**src/sv/identity_registry_table_macros.svh**
```systemverilog
// assertion macros for the identity registry table
// used by the modules that carry concurrent checks; no other dependencies
`ifndef IDENTITY_REGISTRY_TABLE_MACROS_SVH
`define IDENTITY_REGISTRY_TABLE_MACROS_SVH
`ifndef SYNTH
`define IRT_ASSERT(lbl, prop) \
    lbl: assert property (@(posedge i_clk) disable iff (!i_rst_n) (prop)) \
        else $error("irt check failed");
`define IRT_ASSERT_NEXT(lbl, pre, post) \
    lbl: assert property (@(posedge i_clk) disable iff (!i_rst_n) (pre) |=> (post)) \
        else $error("irt check failed");
`else
`define IRT_ASSERT(lbl, prop)
`define IRT_ASSERT_NEXT(lbl, pre, post)
`endif
`endif

```
**src/sv/irt_pkg.sv**
```systemverilog
// shared types, codes and constants of the identity registry table
// no dependencies
`timescale 1ns / 1ps
package irt_pkg;
    localparam int DEPTH    = 64;
    localparam int IDX_W    = 6;
    localparam int PTR_W    = IDX_W + 1;
    localparam int HANDLE_W = 16;
    localparam logic [IDX_W-1:0] ID_MAX = IDX_W'(DEPTH - 1);

    localparam logic [3:0] OP_ASSIGN   = 4'd0;
    localparam logic [3:0] OP_UNASSIGN = 4'd1;
    localparam logic [3:0] OP_GET      = 4'd2;
    localparam logic [3:0] OP_NEXT     = 4'd3;
    localparam logic [3:0] OP_PREV     = 4'd4;
    localparam logic [3:0] OP_FIRST    = 4'd5;
    localparam logic [3:0] OP_LAST     = 4'd6;
    localparam logic [3:0] OP_FREE     = 4'd7;
    localparam logic [3:0] OP_COUNT    = 4'd8;
    localparam logic [3:0] OP_COMPACT  = 4'd9;
    localparam logic [3:0] OP_CLEAR    = 4'd10;

    localparam logic [1:0] ST_OK       = 2'd0;
    localparam logic [1:0] ST_NONE     = 2'd1;
    localparam logic [1:0] ST_CAPACITY = 2'd2;
    localparam logic [1:0] ST_CONFLICT = 2'd3;

    typedef struct packed {
        logic [3:0]          operation;
        logic [IDX_W-1:0]    identity;
        logic [HANDLE_W-1:0] handle;
    } t_in;

    typedef struct packed {
        logic [1:0]          status;
        logic [IDX_W-1:0]    result_id;
        logic [HANDLE_W-1:0] result_handle;
        logic [IDX_W-1:0]    old_id;
        logic                last;
    } t_out;

    typedef enum logic [2:0] {
        P_ID, P_ID1, P_IDM1, P_HI1, P_HI, P_LOW, P_ONE
    } t_ptr_sel;

    typedef enum logic [3:0] {
        E_ERR, E_FOUND, E_NEW, E_UNA, E_ID, E_CNT, E_ZERO, E_MOVE, E_FINAL
    } t_emit;

    typedef struct packed {
        logic       load;
        logic       ptr_ld;
        t_ptr_sel   psel;
        logic       ptr_inc;
        logic       ptr_dec;
        logic       rd;
        logic       do_assign;
        logic       do_unassign;
        logic       low_ld_ptr;
        logic       do_clear;
        logic       cmove;
        logic       dst_inc;
        logic       dst_ld1;
        logic       cfinal;
        logic       emit;
        t_emit      ekind;
        logic [1:0] estat;
    } t_dp_cmd;

    typedef struct packed {
        logic [3:0] op;
        logic       id_zero;
        logic       hi_full;
        logic       occ_id;
        logic       id_le_hi;
        logic       low_lt_id;
        logic       low_valid;
        logic       hi_zero;
        logic       occ_hi;
        logic       occ_ptr;
        logic       ptr_gt_hi;
        logic       ptr_end;
        logic       ptr_zero;
        logic       ptr_eq_dst;
        logic       ptr_eq_low;
        logic       hmatch;
        logic       out_free;
    } t_dp_sts;
endpackage

```
**src/sv/irt_datapath.sv**
```systemverilog
// datapath of the identity registry table: occupancy bits, handle memory,
// scan pointers, bookkeeping registers and output register; uses irt_pkg
`timescale 1ns / 1ps
`include "identity_registry_table_macros.svh"
module irt_datapath (
    input  logic             i_clk,
    input  logic             i_rst_n,
    input  irt_pkg::t_in     i_data,
    input  logic             i_stall,
    output logic             o_valid,
    output irt_pkg::t_out    o_data,
    input  irt_pkg::t_dp_cmd i_cmd,
    output irt_pkg::t_dp_sts o_sts
);
    import irt_pkg::*;

    logic [3:0]          r_op;
    logic [IDX_W-1:0]    r_id;
    logic [HANDLE_W-1:0] r_h;
    logic [DEPTH-1:0]    r_occ;
    logic [HANDLE_W-1:0] r_mem [DEPTH];
    logic [HANDLE_W-1:0] r_rd;
    logic [PTR_W-1:0]    r_low;
    logic [IDX_W-1:0]    r_hi;
    logic [PTR_W-1:0]    r_cnt;
    logic [PTR_W-1:0]    r_ptr;
    logic [PTR_W-1:0]    r_dst;
    logic                r_ovalid;
    t_out                r_out;

    logic [PTR_W-1:0]    n_ptr;
    logic [PTR_W-1:0]    dst_m1;
    logic                out_free;
    t_out                n_out;

    assign dst_m1   = r_dst - PTR_W'(1);
    assign out_free = !r_ovalid || !i_stall;

    always_comb begin
        case (i_cmd.psel)
            P_ID:    n_ptr = {1'b0, r_id};
            P_ID1:   n_ptr = {1'b0, r_id} + PTR_W'(1);
            P_IDM1:  n_ptr = {1'b0, r_id} - PTR_W'(1);
            P_HI1:   n_ptr = {1'b0, r_hi} + PTR_W'(1);
            P_HI:    n_ptr = {1'b0, r_hi};
            P_LOW:   n_ptr = r_low;
            P_ONE:   n_ptr = PTR_W'(1);
            default: n_ptr = PTR_W'(1);
        endcase
    end

    always_comb begin
        o_sts.op         = r_op;
        o_sts.id_zero    = (r_id == '0);
        o_sts.hi_full    = (r_hi == ID_MAX);
        o_sts.occ_id     = r_occ[r_id];
        o_sts.id_le_hi   = (r_id <= r_hi);
        o_sts.low_lt_id  = (r_low < {1'b0, r_id});
        o_sts.low_valid  = !r_low[PTR_W-1] && r_occ[r_low[IDX_W-1:0]];
        o_sts.hi_zero    = (r_hi == '0);
        o_sts.occ_hi     = r_occ[r_hi];
        o_sts.occ_ptr    = r_occ[r_ptr[IDX_W-1:0]];
        o_sts.ptr_gt_hi  = (r_ptr > {1'b0, r_hi});
        o_sts.ptr_end    = r_ptr[PTR_W-1];
        o_sts.ptr_zero   = (r_ptr == '0);
        o_sts.ptr_eq_dst = (r_ptr == r_dst);
        o_sts.ptr_eq_low = (r_ptr == r_low);
        o_sts.hmatch     = (r_rd == r_h);
        o_sts.out_free   = out_free;
    end

    // result beat assembly
    always_comb begin
        n_out        = '0;
        n_out.last   = 1'b1;
        case (i_cmd.ekind)
            E_ERR:   n_out.status = i_cmd.estat;
            E_FOUND: begin
                n_out.result_id     = r_ptr[IDX_W-1:0];
                n_out.result_handle = r_rd;
            end
            E_NEW: begin
                n_out.result_id     = r_ptr[IDX_W-1:0];
                n_out.result_handle = r_h;
            end
            E_UNA: begin
                n_out.result_id     = r_id;
                n_out.result_handle = r_h;
            end
            E_ID:    n_out.result_id = r_ptr[IDX_W-1:0];
            E_CNT:   n_out.result_id = r_cnt[IDX_W-1:0];
            E_ZERO:  n_out.result_id = '0;
            E_MOVE: begin
                n_out.result_id     = r_dst[IDX_W-1:0];
                n_out.result_handle = r_rd;
                n_out.old_id        = r_ptr[IDX_W-1:0];
                n_out.last          = 1'b0;
            end
            E_FINAL: n_out.result_id = dst_m1[IDX_W-1:0];
            default: n_out.status = ST_NONE;
        endcase
    end

    // handle memory: one write port, one registered read port
    always_ff @(posedge i_clk) begin
        if (i_cmd.do_assign) begin
            r_mem[r_ptr[IDX_W-1:0]] <= r_h;
        end else if (i_cmd.cmove) begin
            r_mem[r_dst[IDX_W-1:0]] <= r_rd;
        end
        if (i_cmd.rd) begin
            r_rd <= r_mem[r_ptr[IDX_W-1:0]];
        end
    end

    // payload, pointer and result registers
    always_ff @(posedge i_clk) begin
        if (i_cmd.load) begin
            r_op <= i_data.operation;
            r_id <= i_data.identity;
            r_h  <= i_data.handle;
        end
        if (i_cmd.ptr_ld) begin
            r_ptr <= n_ptr;
        end else if (i_cmd.ptr_inc) begin
            r_ptr <= r_ptr + PTR_W'(1);
        end else if (i_cmd.ptr_dec) begin
            r_ptr <= r_ptr - PTR_W'(1);
        end
        if (i_cmd.dst_ld1) begin
            r_dst <= PTR_W'(1);
        end else if (i_cmd.dst_inc) begin
            r_dst <= r_dst + PTR_W'(1);
        end
        if (i_cmd.emit) begin
            r_out <= n_out;
        end
    end

    // table bookkeeping
    always_ff @(posedge i_clk) begin
        if (!i_rst_n) begin
            r_occ    <= '0;
            r_low    <= PTR_W'(DEPTH);
            r_hi     <= '0;
            r_cnt    <= '0;
            r_ovalid <= 1'b0;
        end else begin
            if (i_cmd.do_assign) begin
                r_occ[r_ptr[IDX_W-1:0]] <= 1'b1;
                r_cnt <= r_cnt + PTR_W'(1);
                if (r_ptr > {1'b0, r_hi}) begin
                    r_hi <= r_ptr[IDX_W-1:0];
                end
                if (r_ptr < r_low) begin
                    r_low <= r_ptr;
                end
            end
            if (i_cmd.do_unassign) begin
                r_occ[r_ptr[IDX_W-1:0]] <= 1'b0;
                r_cnt <= r_cnt - PTR_W'(1);
                if (r_ptr == r_low) begin
                    r_low <= PTR_W'(DEPTH);
                end
            end
            if (i_cmd.low_ld_ptr) begin
                r_low <= r_ptr;
            end
            if (i_cmd.cmove) begin
                r_occ[r_dst[IDX_W-1:0]] <= 1'b1;
                r_occ[r_ptr[IDX_W-1:0]] <= 1'b0;
                // lowest entry moved down: follow it
                if (r_ptr == r_low) begin
                    r_low <= r_dst;
                end
            end
            if (i_cmd.cfinal) begin
                r_hi  <= dst_m1[IDX_W-1:0];
                r_cnt <= dst_m1;
                r_low <= (dst_m1 == '0) ? PTR_W'(DEPTH) : PTR_W'(1);
            end
            if (i_cmd.do_clear) begin
                r_occ <= '0;
                r_low <= PTR_W'(DEPTH);
                r_hi  <= '0;
                r_cnt <= '0;
            end
            if (i_cmd.emit) begin
                r_ovalid <= 1'b1;
            end else if (!i_stall) begin
                r_ovalid <= 1'b0;
            end
        end
    end

    assign o_valid = r_ovalid;
    assign o_data  = r_out;

    `IRT_ASSERT(a_emit_free, !i_cmd.emit || out_free)
    `IRT_ASSERT(a_assign_empty, !i_cmd.do_assign || !r_occ[r_ptr[IDX_W-1:0]])
    `IRT_ASSERT(a_move_down, !i_cmd.cmove || (r_dst < r_ptr))
    `IRT_ASSERT(a_low_occupied, r_low[PTR_W-1] || r_occ[r_low[IDX_W-1:0]] || i_cmd.do_unassign)
endmodule

```
**src/sv/irt_ctrl.sv**
```systemverilog
// controller of the identity registry table: decodes the operation and
// sequences lookups, scans and compaction; uses irt_pkg
`timescale 1ns / 1ps
`include "identity_registry_table_macros.svh"
module irt_ctrl (
    input  logic             i_clk,
    input  logic             i_rst_n,
    input  logic             i_valid,
    output logic             o_stall,
    input  irt_pkg::t_dp_sts i_sts,
    output irt_pkg::t_dp_cmd o_cmd
);
    import irt_pkg::*;

    typedef enum logic [7:0] {
        S_IDLE   = 8'b0000_0001,
        S_DECODE = 8'b0000_0010,
        S_ASN    = 8'b0000_0100,
        S_READ   = 8'b0000_1000,
        S_CHECK  = 8'b0001_0000,
        S_SCAN   = 8'b0010_0000,
        S_CREAD  = 8'b0100_0000,
        S_CMOVE  = 8'b1000_0000
    } t_state;

    typedef enum logic [2:0] {
        M_FIND, M_ASN, M_UNA, M_NEXT, M_PREV, M_FREE, M_LOW, M_CMP
    } t_mode;

    t_state r_state, n_state;
    t_mode  r_mode, n_mode;
    t_dp_cmd c;

    assign o_stall = (r_state != S_IDLE);
    assign o_cmd   = c;

    always_comb begin
        n_state = r_state;
        n_mode  = r_mode;
        c       = '0;
        c.psel  = P_ONE;
        c.ekind = E_ERR;
        c.estat = ST_NONE;
        case (r_state)
            S_IDLE: begin
                if (i_valid) begin
                    c.load  = 1'b1;
                    n_state = S_DECODE;
                end
            end
            S_DECODE: begin
                if (i_sts.out_free) begin
                    n_state = S_IDLE;
                    case (i_sts.op)
                        OP_ASSIGN: begin
                            if (i_sts.id_zero && i_sts.hi_full) begin
                                c.emit  = 1'b1;
                                c.estat = ST_CAPACITY;
                            end else begin
                                c.ptr_ld = 1'b1;
                                c.psel   = i_sts.id_zero ? P_HI1 : P_ID;
                                n_state  = S_ASN;
                            end
                        end
                        OP_UNASSIGN: begin
                            if (i_sts.id_zero) begin
                                c.emit  = 1'b1;
                                c.ekind = E_ZERO;
                            end else if (!i_sts.id_le_hi || !i_sts.occ_id) begin
                                c.emit  = 1'b1;
                                c.estat = ST_CONFLICT;
                            end else begin
                                c.ptr_ld = 1'b1;
                                c.psel   = P_ID;
                                n_mode   = M_UNA;
                                n_state  = S_READ;
                            end
                        end
                        OP_GET: begin
                            if (i_sts.id_le_hi && i_sts.occ_id) begin
                                c.ptr_ld = 1'b1;
                                c.psel   = P_ID;
                                n_mode   = M_FIND;
                                n_state  = S_READ;
                            end else begin
                                c.emit = 1'b1;
                            end
                        end
                        OP_NEXT: begin
                            c.ptr_ld = 1'b1;
                            c.psel   = P_ID1;
                            n_mode   = M_NEXT;
                            n_state  = S_SCAN;
                        end
                        OP_PREV: begin
                            if (i_sts.low_lt_id) begin
                                c.ptr_ld = 1'b1;
                                c.psel   = P_IDM1;
                                n_mode   = M_PREV;
                                n_state  = S_SCAN;
                            end else begin
                                c.emit = 1'b1;
                            end
                        end
                        OP_FIRST: begin
                            if (i_sts.low_valid) begin
                                c.ptr_ld = 1'b1;
                                c.psel   = P_LOW;
                                n_mode   = M_FIND;
                                n_state  = S_READ;
                            end else begin
                                c.emit = 1'b1;
                            end
                        end
                        OP_LAST: begin
                            if (i_sts.hi_zero) begin
                                c.emit = 1'b1;
                            end else if (i_sts.occ_hi) begin
                                c.ptr_ld = 1'b1;
                                c.psel   = P_HI;
                                n_mode   = M_FIND;
                                n_state  = S_READ;
                            end else begin
                                c.emit  = 1'b1;
                                c.estat = ST_CONFLICT;
                            end
                        end
                        OP_FREE: begin
                            c.ptr_ld = 1'b1;
                            c.psel   = P_ONE;
                            n_mode   = M_FREE;
                            n_state  = S_SCAN;
                        end
                        OP_COUNT: begin
                            c.emit  = 1'b1;
                            c.ekind = E_CNT;
                        end
                        OP_COMPACT: begin
                            c.ptr_ld  = 1'b1;
                            c.psel    = P_ONE;
                            c.dst_ld1 = 1'b1;
                            n_mode    = M_CMP;
                            n_state   = S_SCAN;
                        end
                        OP_CLEAR: begin
                            c.do_clear = 1'b1;
                            c.emit     = 1'b1;
                            c.ekind    = E_ZERO;
                        end
                        default: begin
                            c.emit = 1'b1;
                        end
                    endcase
                end
            end
            S_ASN: begin
                if (i_sts.occ_ptr && !i_sts.id_zero) begin
                    n_mode  = M_ASN;
                    n_state = S_READ;
                end else if (i_sts.out_free) begin
                    c.emit  = 1'b1;
                    n_state = S_IDLE;
                    if (i_sts.occ_ptr) begin
                        c.estat = ST_CONFLICT;
                    end else begin
                        c.do_assign = 1'b1;
                        c.ekind     = E_NEW;
                    end
                end
            end
            S_READ: begin
                c.rd    = 1'b1;
                n_state = S_CHECK;
            end
            S_CHECK: begin
                if (i_sts.out_free) begin
                    n_state = S_IDLE;
                    case (r_mode)
                        M_ASN: begin
                            c.emit = 1'b1;
                            if (i_sts.hmatch) begin
                                c.ekind = E_FOUND;
                            end else begin
                                c.estat = ST_CONFLICT;
                            end
                        end
                        M_UNA: begin
                            if (!i_sts.hmatch) begin
                                c.emit  = 1'b1;
                                c.estat = ST_CONFLICT;
                            end else begin
                                c.do_unassign = 1'b1;
                                if (i_sts.ptr_eq_low) begin
                                    // lowest went away: rescan upward
                                    c.ptr_ld = 1'b1;
                                    c.psel   = P_ID1;
                                    n_mode   = M_LOW;
                                    n_state  = S_SCAN;
                                end else begin
                                    c.emit  = 1'b1;
                                    c.ekind = E_UNA;
                                end
                            end
                        end
                        default: begin
                            c.emit  = 1'b1;
                            c.ekind = E_FOUND;
                        end
                    endcase
                end
            end
            S_SCAN: begin
                case (r_mode)
                    M_NEXT: begin
                        if (i_sts.ptr_gt_hi) begin
                            if (i_sts.out_free) begin
                                c.emit  = 1'b1;
                                n_state = S_IDLE;
                            end
                        end else if (i_sts.occ_ptr) begin
                            n_mode  = M_FIND;
                            n_state = S_READ;
                        end else begin
                            c.ptr_inc = 1'b1;
                        end
                    end
                    M_PREV: begin
                        if (i_sts.ptr_zero) begin
                            if (i_sts.out_free) begin
                                c.emit  = 1'b1;
                                n_state = S_IDLE;
                            end
                        end else if (i_sts.occ_ptr) begin
                            n_mode  = M_FIND;
                            n_state = S_READ;
                        end else begin
                            c.ptr_dec = 1'b1;
                        end
                    end
                    M_FREE: begin
                        if (i_sts.ptr_end || !i_sts.occ_ptr) begin
                            if (i_sts.out_free) begin
                                c.emit  = 1'b1;
                                c.ekind = i_sts.ptr_end ? E_ERR : E_ID;
                                n_state = S_IDLE;
                            end
                        end else begin
                            c.ptr_inc = 1'b1;
                        end
                    end
                    M_LOW: begin
                        if (i_sts.ptr_gt_hi || i_sts.occ_ptr) begin
                            if (i_sts.out_free) begin
                                c.low_ld_ptr = !i_sts.ptr_gt_hi;
                                c.emit       = 1'b1;
                                c.ekind      = E_UNA;
                                n_state      = S_IDLE;
                            end
                        end else begin
                            c.ptr_inc = 1'b1;
                        end
                    end
                    M_CMP: begin
                        if (i_sts.ptr_end) begin
                            if (i_sts.out_free) begin
                                c.cfinal = 1'b1;
                                c.emit   = 1'b1;
                                c.ekind  = E_FINAL;
                                n_state  = S_IDLE;
                            end
                        end else if (!i_sts.occ_ptr) begin
                            c.ptr_inc = 1'b1;
                        end else if (i_sts.ptr_eq_dst) begin
                            c.ptr_inc = 1'b1;
                            c.dst_inc = 1'b1;
                        end else begin
                            n_state = S_CREAD;
                        end
                    end
                    default: begin
                        n_state = S_IDLE;
                    end
                endcase
            end
            S_CREAD: begin
                c.rd    = 1'b1;
                n_state = S_CMOVE;
            end
            S_CMOVE: begin
                if (i_sts.out_free) begin
                    c.cmove   = 1'b1;
                    c.emit    = 1'b1;
                    c.ekind   = E_MOVE;
                    c.ptr_inc = 1'b1;
                    c.dst_inc = 1'b1;
                    n_state   = S_SCAN;
                end
            end
            default: begin
                n_state = S_IDLE;
            end
        endcase
    end

    always_ff @(posedge i_clk) begin
        if (!i_rst_n) begin
            r_state <= S_IDLE;
            r_mode  <= M_FIND;
        end else begin
            r_state <= n_state;
            r_mode  <= n_mode;
        end
    end

    `IRT_ASSERT(a_state_onehot, $onehot(r_state))
    `IRT_ASSERT_NEXT(a_load_decode, c.load, r_state == S_DECODE)
    `IRT_ASSERT_NEXT(a_read_check, r_state == S_READ, r_state == S_CHECK)
endmodule

```
**src/sv/identity_registry_table.sv**
```systemverilog
// top level of the identity registry table
// joins irt_ctrl and irt_datapath; uses irt_pkg
`timescale 1ns / 1ps
// identity registry table: maps identities 1..63 to 16-bit object handles,
// keeping the lowest occupied identity, the highest identity issued since
// the last clear or compact and the entry count. one input beat carries an
// operation (assign, unassign, get, next, previous, first, last, first-free,
// count, compact, clear); each gives one result beat with last set, except
// compact, which gives one move beat per relocated entry and then a final
// beat. items are handled one at a time: o_stall is high from the accepted
// beat until the item's last result sits in the output register. count and
// clear finish at decode, get/first/last decode and read the handle memory,
// assign compares the stored handle when a given identity is taken; next,
// previous, first-free and the lowest-rescan after an unassign walk the
// occupancy bits one identity per cycle. compact walks all 63 identities
// once, with a memory read then a write per moved entry. handles live in a
// single-port-write, registered-read memory; occupancy is a flip-flop bit
// per identity, cleared by reset and by clear. the result register lets the
// next beat be taken while the last result still waits downstream
module identity_registry_table (
    input  logic          i_clk,
    input  logic          i_rst_n,
    input  logic          i_valid,
    output logic          o_stall,
    input  irt_pkg::t_in  i_data,
    output logic          o_valid,
    input  logic          i_stall,
    output irt_pkg::t_out o_data
);
    import irt_pkg::*;

    t_dp_cmd cmd;
    t_dp_sts sts;

    // sequencing: decode, scans, compaction steps
    irt_ctrl u_ctrl (
        .i_clk   (i_clk),
        .i_rst_n (i_rst_n),
        .i_valid (i_valid),
        .o_stall (o_stall),
        .i_sts   (sts),
        .o_cmd   (cmd)
    );

    // storage, pointers and result beat
    irt_datapath u_dp (
        .i_clk   (i_clk),
        .i_rst_n (i_rst_n),
        .i_data  (i_data),
        .i_stall (i_stall),
        .o_valid (o_valid),
        .o_data  (o_data),
        .i_cmd   (cmd),
        .o_sts   (sts)
    );
endmodule

```
**config.mk**
```make
export PLATFORM = sky130hd
export DESIGN_NAME = identity_registry_table
export DESIGN_NICKNAME = d
export VERILOG_FILES = /design/src/sv/irt_pkg.sv /design/src/sv/irt_datapath.sv /design/src/sv/irt_ctrl.sv /design/src/sv/identity_registry_table.sv
export VERILOG_INCLUDE_DIRS = /design/src /design/src/sv
export SDC_FILE = /design/constraint.sdc
export NUM_CORES = 2
export LEC_CHECK = 0
export BUFFER_PORTS_ARGS = -buffer_cell sky130_fd_sc_hd__buf_2
export CAP_MARGIN = 30
export CELL_PAD_IN_SITES_DETAIL_PLACEMENT = 1
export CELL_PAD_IN_SITES_GLOBAL_PLACEMENT = 1
export CORE_AREA = 2 2 383 309
export CTS_CLUSTER_SIZE = 24
export DETAILED_ROUTE_END_ITERATION = 10
export DIE_AREA = 0 0 385 311
export GPL_ROUTABILITY_DRIVEN = 0
export PLACE_DENSITY = 0.76
export SYNTH_ARGS = -nofsm -noshare
export SYNTH_HDL_FRONTEND = slang
export SYNTH_SLANG_ARGS = --single-unit
```
**constraint.sdc**
```tcl
create_clock -name i_clk -period 10.3 [get_ports i_clk]
set_clock_uncertainty 0.1 [all_clocks]
set_input_delay 1.545 -clock i_clk [delete_from_list [all_inputs] [get_ports i_clk]]
set_output_delay 1.545 -clock i_clk [all_outputs]
set_load 0.02 [all_outputs]
```
# After elaboration in Yosys (flattened, before gate mapping)
# Memories as Yosys holds them, arrays and structs flattened. A register that Yosys moved wholly into a read port is not among the register bits.
# Cells that the tools add are included.
# classes
shifts	0
n_reduce_logical	43
add_sub_neg	9
eq_ne	67
order_cmp	11
mul	0
n_bitwise	6
n_mux	198
div	0
# op_table
op	count
$mux 64	5
$mux 8	18
$mux 7	19
$and 64x64->64	2
$or 64x64->64	2
$mux 4	18
$mux 1	64
$not 64->64	1
$pmux 8 s8	1
$mux 3	19
$pmux 8 s7	1
$mux 6	8
$pmux 7 s6	1
$pmux 8 s5	1
$lt 6x7->1 const B	5
$eq 4x3->1 const B	8
$pmux 16 s2	1
$pmux 4 s8	1
$mux 5	6
$pmux 6 s5	1
$ne 3x3->1 const B	9
$pmux 5 s5	1
$bmux 1 s6	4
$pmux 3 s8	1
66 further kinds	137
# totals
mem_bits_ro	0
elab_cells	352
latchBits	0
ff_bits	167
ram_bits	1024
n_memories	1
output_inout_bits	33
# memory_table
name	words	width	read_ports	rd_ports_with_merged_regs	wr	line	text
u_dp.r_mem	64	16	1	1	1	irt_datapath.sv:21	logic [HANDLE_W-1:0] r_mem [DEPTH];

# Depth between registers and ports, before layout
# logic_depth
depth_word	14
depth_mapped	22

# Cells and area by module
# Synthesis repeated with hierarchy kept, for this count alone.
# hier_totals
cells_unflattened	3687
area_unflattened_um2	53543.9
# modules_own_cells
mod	seq_area_each_um2	cells_each	area_each_um2	n_inst
irt_datapath	34973.5	3402	51657.0	1
irt_ctrl	220.2	285	1886.8	1

# Worst setup path before layout
# Ideal clock, no wire load.
# synth_timing
path_type	input -> register
startpoint	in i_stall
endpoint	reg u_dp.r_cnt[5]
t_required_ns	10.136
path_slack_ns	5.574
stages	16
t_arrival_ns	4.562
n_path_buf	2
path_cell_list	and2_1 > or3_1 > or2_2 > clkbuf_1 > inv_2 > clkbuf_1 > ha_1 > a21o_1 > a21o_1 > a21o_1 > a21oi_1 > xor2_1 > nor2_1 > a211oi_1 > nor2_1 > nor2_1
# synth_between
elab_chain_cells	7
elab_cells_between_ends	17
classes_between	mux: 13; reduce/logical: 4
# synth_lines
item	line	text
start: declaration	identity_registry_table.sv:27	input logic i_stall,
$logic_not 1->1 *	irt_datapath.sv:37	assign out_free = !r_ovalid || !i_stall;
$logic_or 1x1->1 *	irt_datapath.sv:37	
$mux 6	irt_ctrl.sv:265	if (i_sts.out_free) begin
$mux 6	irt_ctrl.sv:264	if (i_sts.ptr_end) begin
$mux 1	irt_ctrl.sv:213	case (r_mode)
$mux 1	irt_ctrl.sv:44	case (r_state)
$reduce_bool 3->1 (no line) or $mux 7 (tied branches)	-	
end signal: assignment	irt_datapath.sv:151	r_cnt <= r_cnt + PTR_W'(1);
end signal: assignment	irt_datapath.sv:161	r_cnt <= r_cnt - PTR_W'(1);
end signal: assignment	irt_datapath.sv:179	r_cnt <= dst_m1;
end: declaration	irt_datapath.sv:25	logic [PTR_W-1:0] r_cnt;
# Every way passes the cells marked *; elsewhere a longest branch is shown, timed or not.
# A chain may end at the register's enable or synchronous reset.

# Worst setup path after layout
# layout_timing
startpoint	reg u_dp.r_ptr[1]
endpoint	reg u_dp.r_ptr[6], data pin
# layout_between
elab_chain_cells	9
elab_cells_between_ends	34
classes_between	add/sub: 2; order compare: 1; eq/ne: 7; mux: 20; reduce/logical: 4
# layout_lines
item	line	text
start: declaration	irt_datapath.sv:26	logic [PTR_W-1:0] r_ptr;
start signal: assignment	irt_datapath.sv:124	r_ptr <= n_ptr;
start signal: assignment	irt_datapath.sv:126	r_ptr <= r_ptr + PTR_W'(1);
start signal: assignment	irt_datapath.sv:128	r_ptr <= r_ptr - PTR_W'(1);
$bmux 1 s6 or $eq 7x7->1 (tied branches)	irt_datapath.sv:62, irt_datapath.sv:67	
$mux 1 (implied by the code) or $mux 4 (tied branches)	irt_datapath.sv:62, irt_ctrl.sv:193	
$logic_not 1->1 or $mux 4 (tied branches)	irt_ctrl.sv:241, irt_ctrl.sv:188	
$logic_or 1x1->1 or $mux 4 (tied branches)	irt_ctrl.sv:241, irt_ctrl.sv:178	
$mux 1 or $mux 4 (tied branches)	irt_ctrl.sv:241, irt_ctrl.sv:176	
$pmux 1 s4 or $pmux 4 s2 (tied branches)	irt_ctrl.sv:213, irt_ctrl.sv:44	
$pmux 1 s2 (tied with other cells)	irt_ctrl.sv:44	
$mux 7 or $pmux 7 s6 (tied branches)	irt_datapath.sv:125, irt_datapath.sv:40	
$mux 7 *	irt_datapath.sv:123	if (i_cmd.ptr_ld) begin
# Every way passes the cells marked *; elsewhere a longest branch is shown, timed or not. The select of a mux whose other input is x is not followed.

==> flow_summary.yaml <==
run_status:
  status: "complete, no violations"
sta:
  fmax_mhz: 156
  setup_viol: 0
  fin_crit_ns: 6.42
  final-max-slew-violation-count: 0
  finalCritPeriodShare_pct: 62.4
  rsz0062_at_grt: "no"
  worst_slew_pin_slew_ns: 1.17
  hold_violations: 0
  fin_ws_ns: 3.88
  tns_ns: 0
  slew_headroom_pct: 21.7
layout:
  layout-drive-gt1-share_pct: 14.1
  finalInstanceArea_um2: 58100
  fin_nets: 3865
  syn_to_final_growth_pct: 12.1
logic_synthesis:
  ys_types: 105
  ys_async_sr_fraction_pct: 0
  synthAdderAreaFrac_pct: 0.994
  synth_top_family_by_area: "compound AO/OA/AOI/OAI gates"
  synth_flop_cell: "edfxtp_1"
  synthXorXnorAreaFrac_pct: 0.862
  synth_enable_flop_cells: 1104
  postSynthCellCount: 3717
  syn_nets: 3787
  synth.avg_cell_area_um2: 13.9
  synth_compound_area_share_pct: 15.4
  seq_area_frac_synth_pct: 67.9
  synth_seq_cells: 1206
  ys.warnings.count: 0
  synth-simple-area-share_pct: 7.25
  synth_mux_area_share_pct: 5.02
  synth_area_um2: 51800
detailed_routing:
  dr.pass1.iters: 6
  wire_per_inst_um: 34.7
  num_vias: 37666
  wl_mm: 188
  drtIter0Drc: 5948
  drc_errors: 0
  ant_nets: 0
  routed_via_density: 6.94
setup_path:
  crit_start: "u_dp.r_ptr[1]$_DFFE_PP_"
  cp.required_ns: 10.68
  path_class: "reg2reg"
  r2r_cells: 18
  setup.worst_path.start_class: "flip-flop"
  critical_path.max_fanout: 105
  cp-endpoint: "u_dp.r_ptr[6]$_DFFE_PP_"
  r2r-start: "u_dp.r_ptr[1]$_DFFE_PP_"
  regToRegSetupSlack_ns: 3.88
  reg2reg_to: "u_dp.r_ptr[6]$_DFFE_PP_"
  end_kind: "flip-flop"
  crit_arrival_ns: 6.81
worst_hold_path:
  hp-class: "reg2reg"
  hold_depth: 2
grt:
  grtUsageTotal_pct: 30.9
  grt_pass1_vias: 36931
  overflow: 0
  grt_pass1_wl_mm: 270
  grt_max_degree: 112
  antenna_found_initial: 14
clock_tree:
  max-clock-path-buffers: 3
  clk_pin_slew_ns: 0.07
  cts_tree: "yes"
  clk_latency_ns: 0.76
  post-cts-setup-buffers: 0
  cts_hold_buf: 0
  numClockSinks: 1206
  post_cts_resized: 0
  cts_made_buffers: 114
  cts.htree.levels: 3
  root_buffer: "clkbuf_16"
floorplan:
  dieHeight_um: 311
  std_cell_rows: 112
  io_pins: 63
  start_util_pct: 44.7
  die_area_um2: 120000
  core_area_um2: 116000
  die_x_um: 385
power:
  p_leak_nw: 18.4
  power_mw: 9.86
  ir_worst_vdd_uv: 142
  p_per_area_nw_per_um2: 170
job:
  drv_cap: 0
placement:
  dp_slack_ns: 4.14
  place_area_um2: 54400
  dp_hpwl_mm: 118
  port_buffers: 62
-- registers in the layout, summed over array words and instances, names as in the netlist --
signal / cells
u_dp.r_mem: 1024
u_dp.r_dst: 7
u_dp.r_op: 4
u_dp.r_id: 6
u_dp.o_data: 31
u_ctrl.r_state: 8
u_dp.r_h: 16
u_dp.r_ptr: 7
u_dp.o_valid: 1
u_dp.r_occ: 64
u_dp.r_low: 7
u_dp.r_hi: 6
u_dp.r_cnt: 6
u_dp.r_rd: 16
u_ctrl.r_mode: 3
-- worst min-delay path by stage --
| stage | startpoint | to | slack (ns) |
|---|---|---|---|
| 4_1_cts | u_dp.r_dst[6]$_SDFFE_PP0P_ | u_dp.r_dst[6]$_SDFFE_PP0P_ | 0.47 |
| 3_3_place_gp | u_dp.r_cnt[3]$_SDFFE_PP0P_ | u_dp.r_cnt[3]$_SDFFE_PP0P_ | 0.43 |
| 2_1_floorplan | u_dp.r_dst[6]$_SDFFE_PP0P_ | u_dp.r_dst[6]$_SDFFE_PP0P_ | 0.38 |
| 5_1_grt | u_dp.r_cnt[2]$_SDFFE_PP0P_ | u_dp.r_cnt[2]$_SDFFE_PP0P_ | 0.51 |
| 3_5_place_dp | u_dp.r_cnt[4]$_SDFFE_PP0P_ | u_dp.r_cnt[4]$_SDFFE_PP0P_ | 0.45 |
| 6_report | u_dp.r_cnt[3]$_SDFFE_PP0P_ | u_dp.r_cnt[3]$_SDFFE_PP0P_ | 0.47 |
-- cells in the mapped netlist (all sizes together) (5+ instances only) --
cell type	number	area [µm²]
a2111oi	5	50.0
a211oi	19	160
a21o	15	113
a21oi	177	897
a221o	16	160
a221oi	104	917
a22o	70	613
a22oi	279	2090
a311oi	31	272
a31oi	135	845
a32oi	6	52.6
a41oi	20	175
and2	9	56.3
and3	10	63.8
buf	89	498
clkbuf	172	666
dfxtp	102	2040
edfxtp	1104	33200
ha	38	475
inv	37	139
mux2	46	518
mux2i	119	1190
mux4	38	893
nand2	242	911
nand2b	23	144
nand3	91	455
nand4	41	263
nor2	222	833
nor2b	25	156
nor3	55	292
nor3b	12	100
nor4	18	113
o211ai	15	113
o21a	15	113
o21ai	128	641
o21bai	7	52.6
o221ai	18	158
o22ai	14	101
o31ai	5	37.5
or2	9	56.3
or3	5	36.3
xnor2	19	166
xor2	32	280
-- area by class of cell --
cell class / instances / area (µm²)
multi-input combinational: 2210 / 15500
sequential: 1206 / 35200
fill: 11313 / 57800
clock buffer: 136 / 2970
inverter: 39 / 146
antenna: 3 / 7.51
timing repair buffer: 224 / 1710
clock inverter: 74 / 631
tap: 1539 / 1930
-- critical path, cell delays in order (launching register included) --
cell and delay (ns):
edfxtp_1 0.42, buf_12 0.23, and2_1 0.55, buf_4 0.32, a32oi_1 0.16, o221ai_1 0.19, a221oi_2 0.36, nand4_2 0.60
xnor2_1 0.46, o221ai_1 0.16, a21oi_1 0.71, ha_1 0.41, a21o_1 0.19, a21oi_1 0.22, o21bai_1 0.10, a21oi_1 0.20
xnor2_1 0.18, xnor2_1 0.10, a211o_1 0.32
-- routing by layer --
metal	up-vias	GRT usage (%)	wire length [µm]
li1	15118	-	-
met1	19311	44.4	75500
met2	2742	45.3	81900
met3	481	8.71	24000
met4	14	10.1	6840
met5	-	0	88
-- through the flow --
stage | std cells | hold WS (ns) | util (%)
2_1_floorplan | 3717 | 0.380 | -
3_3_place_gp | 5191 | 0.429 | 46.8
3_5_place_dp | 5207 | 0.449 | 46.9
4_1_cts | 5417 | 0.465 | 50.0
5_1_grt | 5428 | 0.511 | 50.1
6_report | 5431 | 0.465 | 50.1
-- placed cells by master (no fill, tap or decap), drive strengths merged, types with 55 or more instances in the layout --
master,n
clkbuf,137
a22o,70
nor2,222
a221oi,104
nand3,91
nor3,55
dfxtp,102
a31oi,135
mux2i,119
a22oi,279
edfxtp,1104
buf,223
a21oi,177
o21ai,128
nand2,242
clkinv,55
-- cells by family after synthesis --
group	count (synthesis)
adders and majority gates	40
AOI/OAI and AO/OA	1125
xor gates and xnor gates	51
buffers and inverters	301
DFF	1206
and+or+nand+nor	791
muxes	203
-- report_power, final --
part	internal, mW	switching (mW)
Combinational	0.0642	0.238
Clock	2.24	1.92
Sequential	5.37	0.0216
No activity file was read; power rests on OpenSTA's default activity.
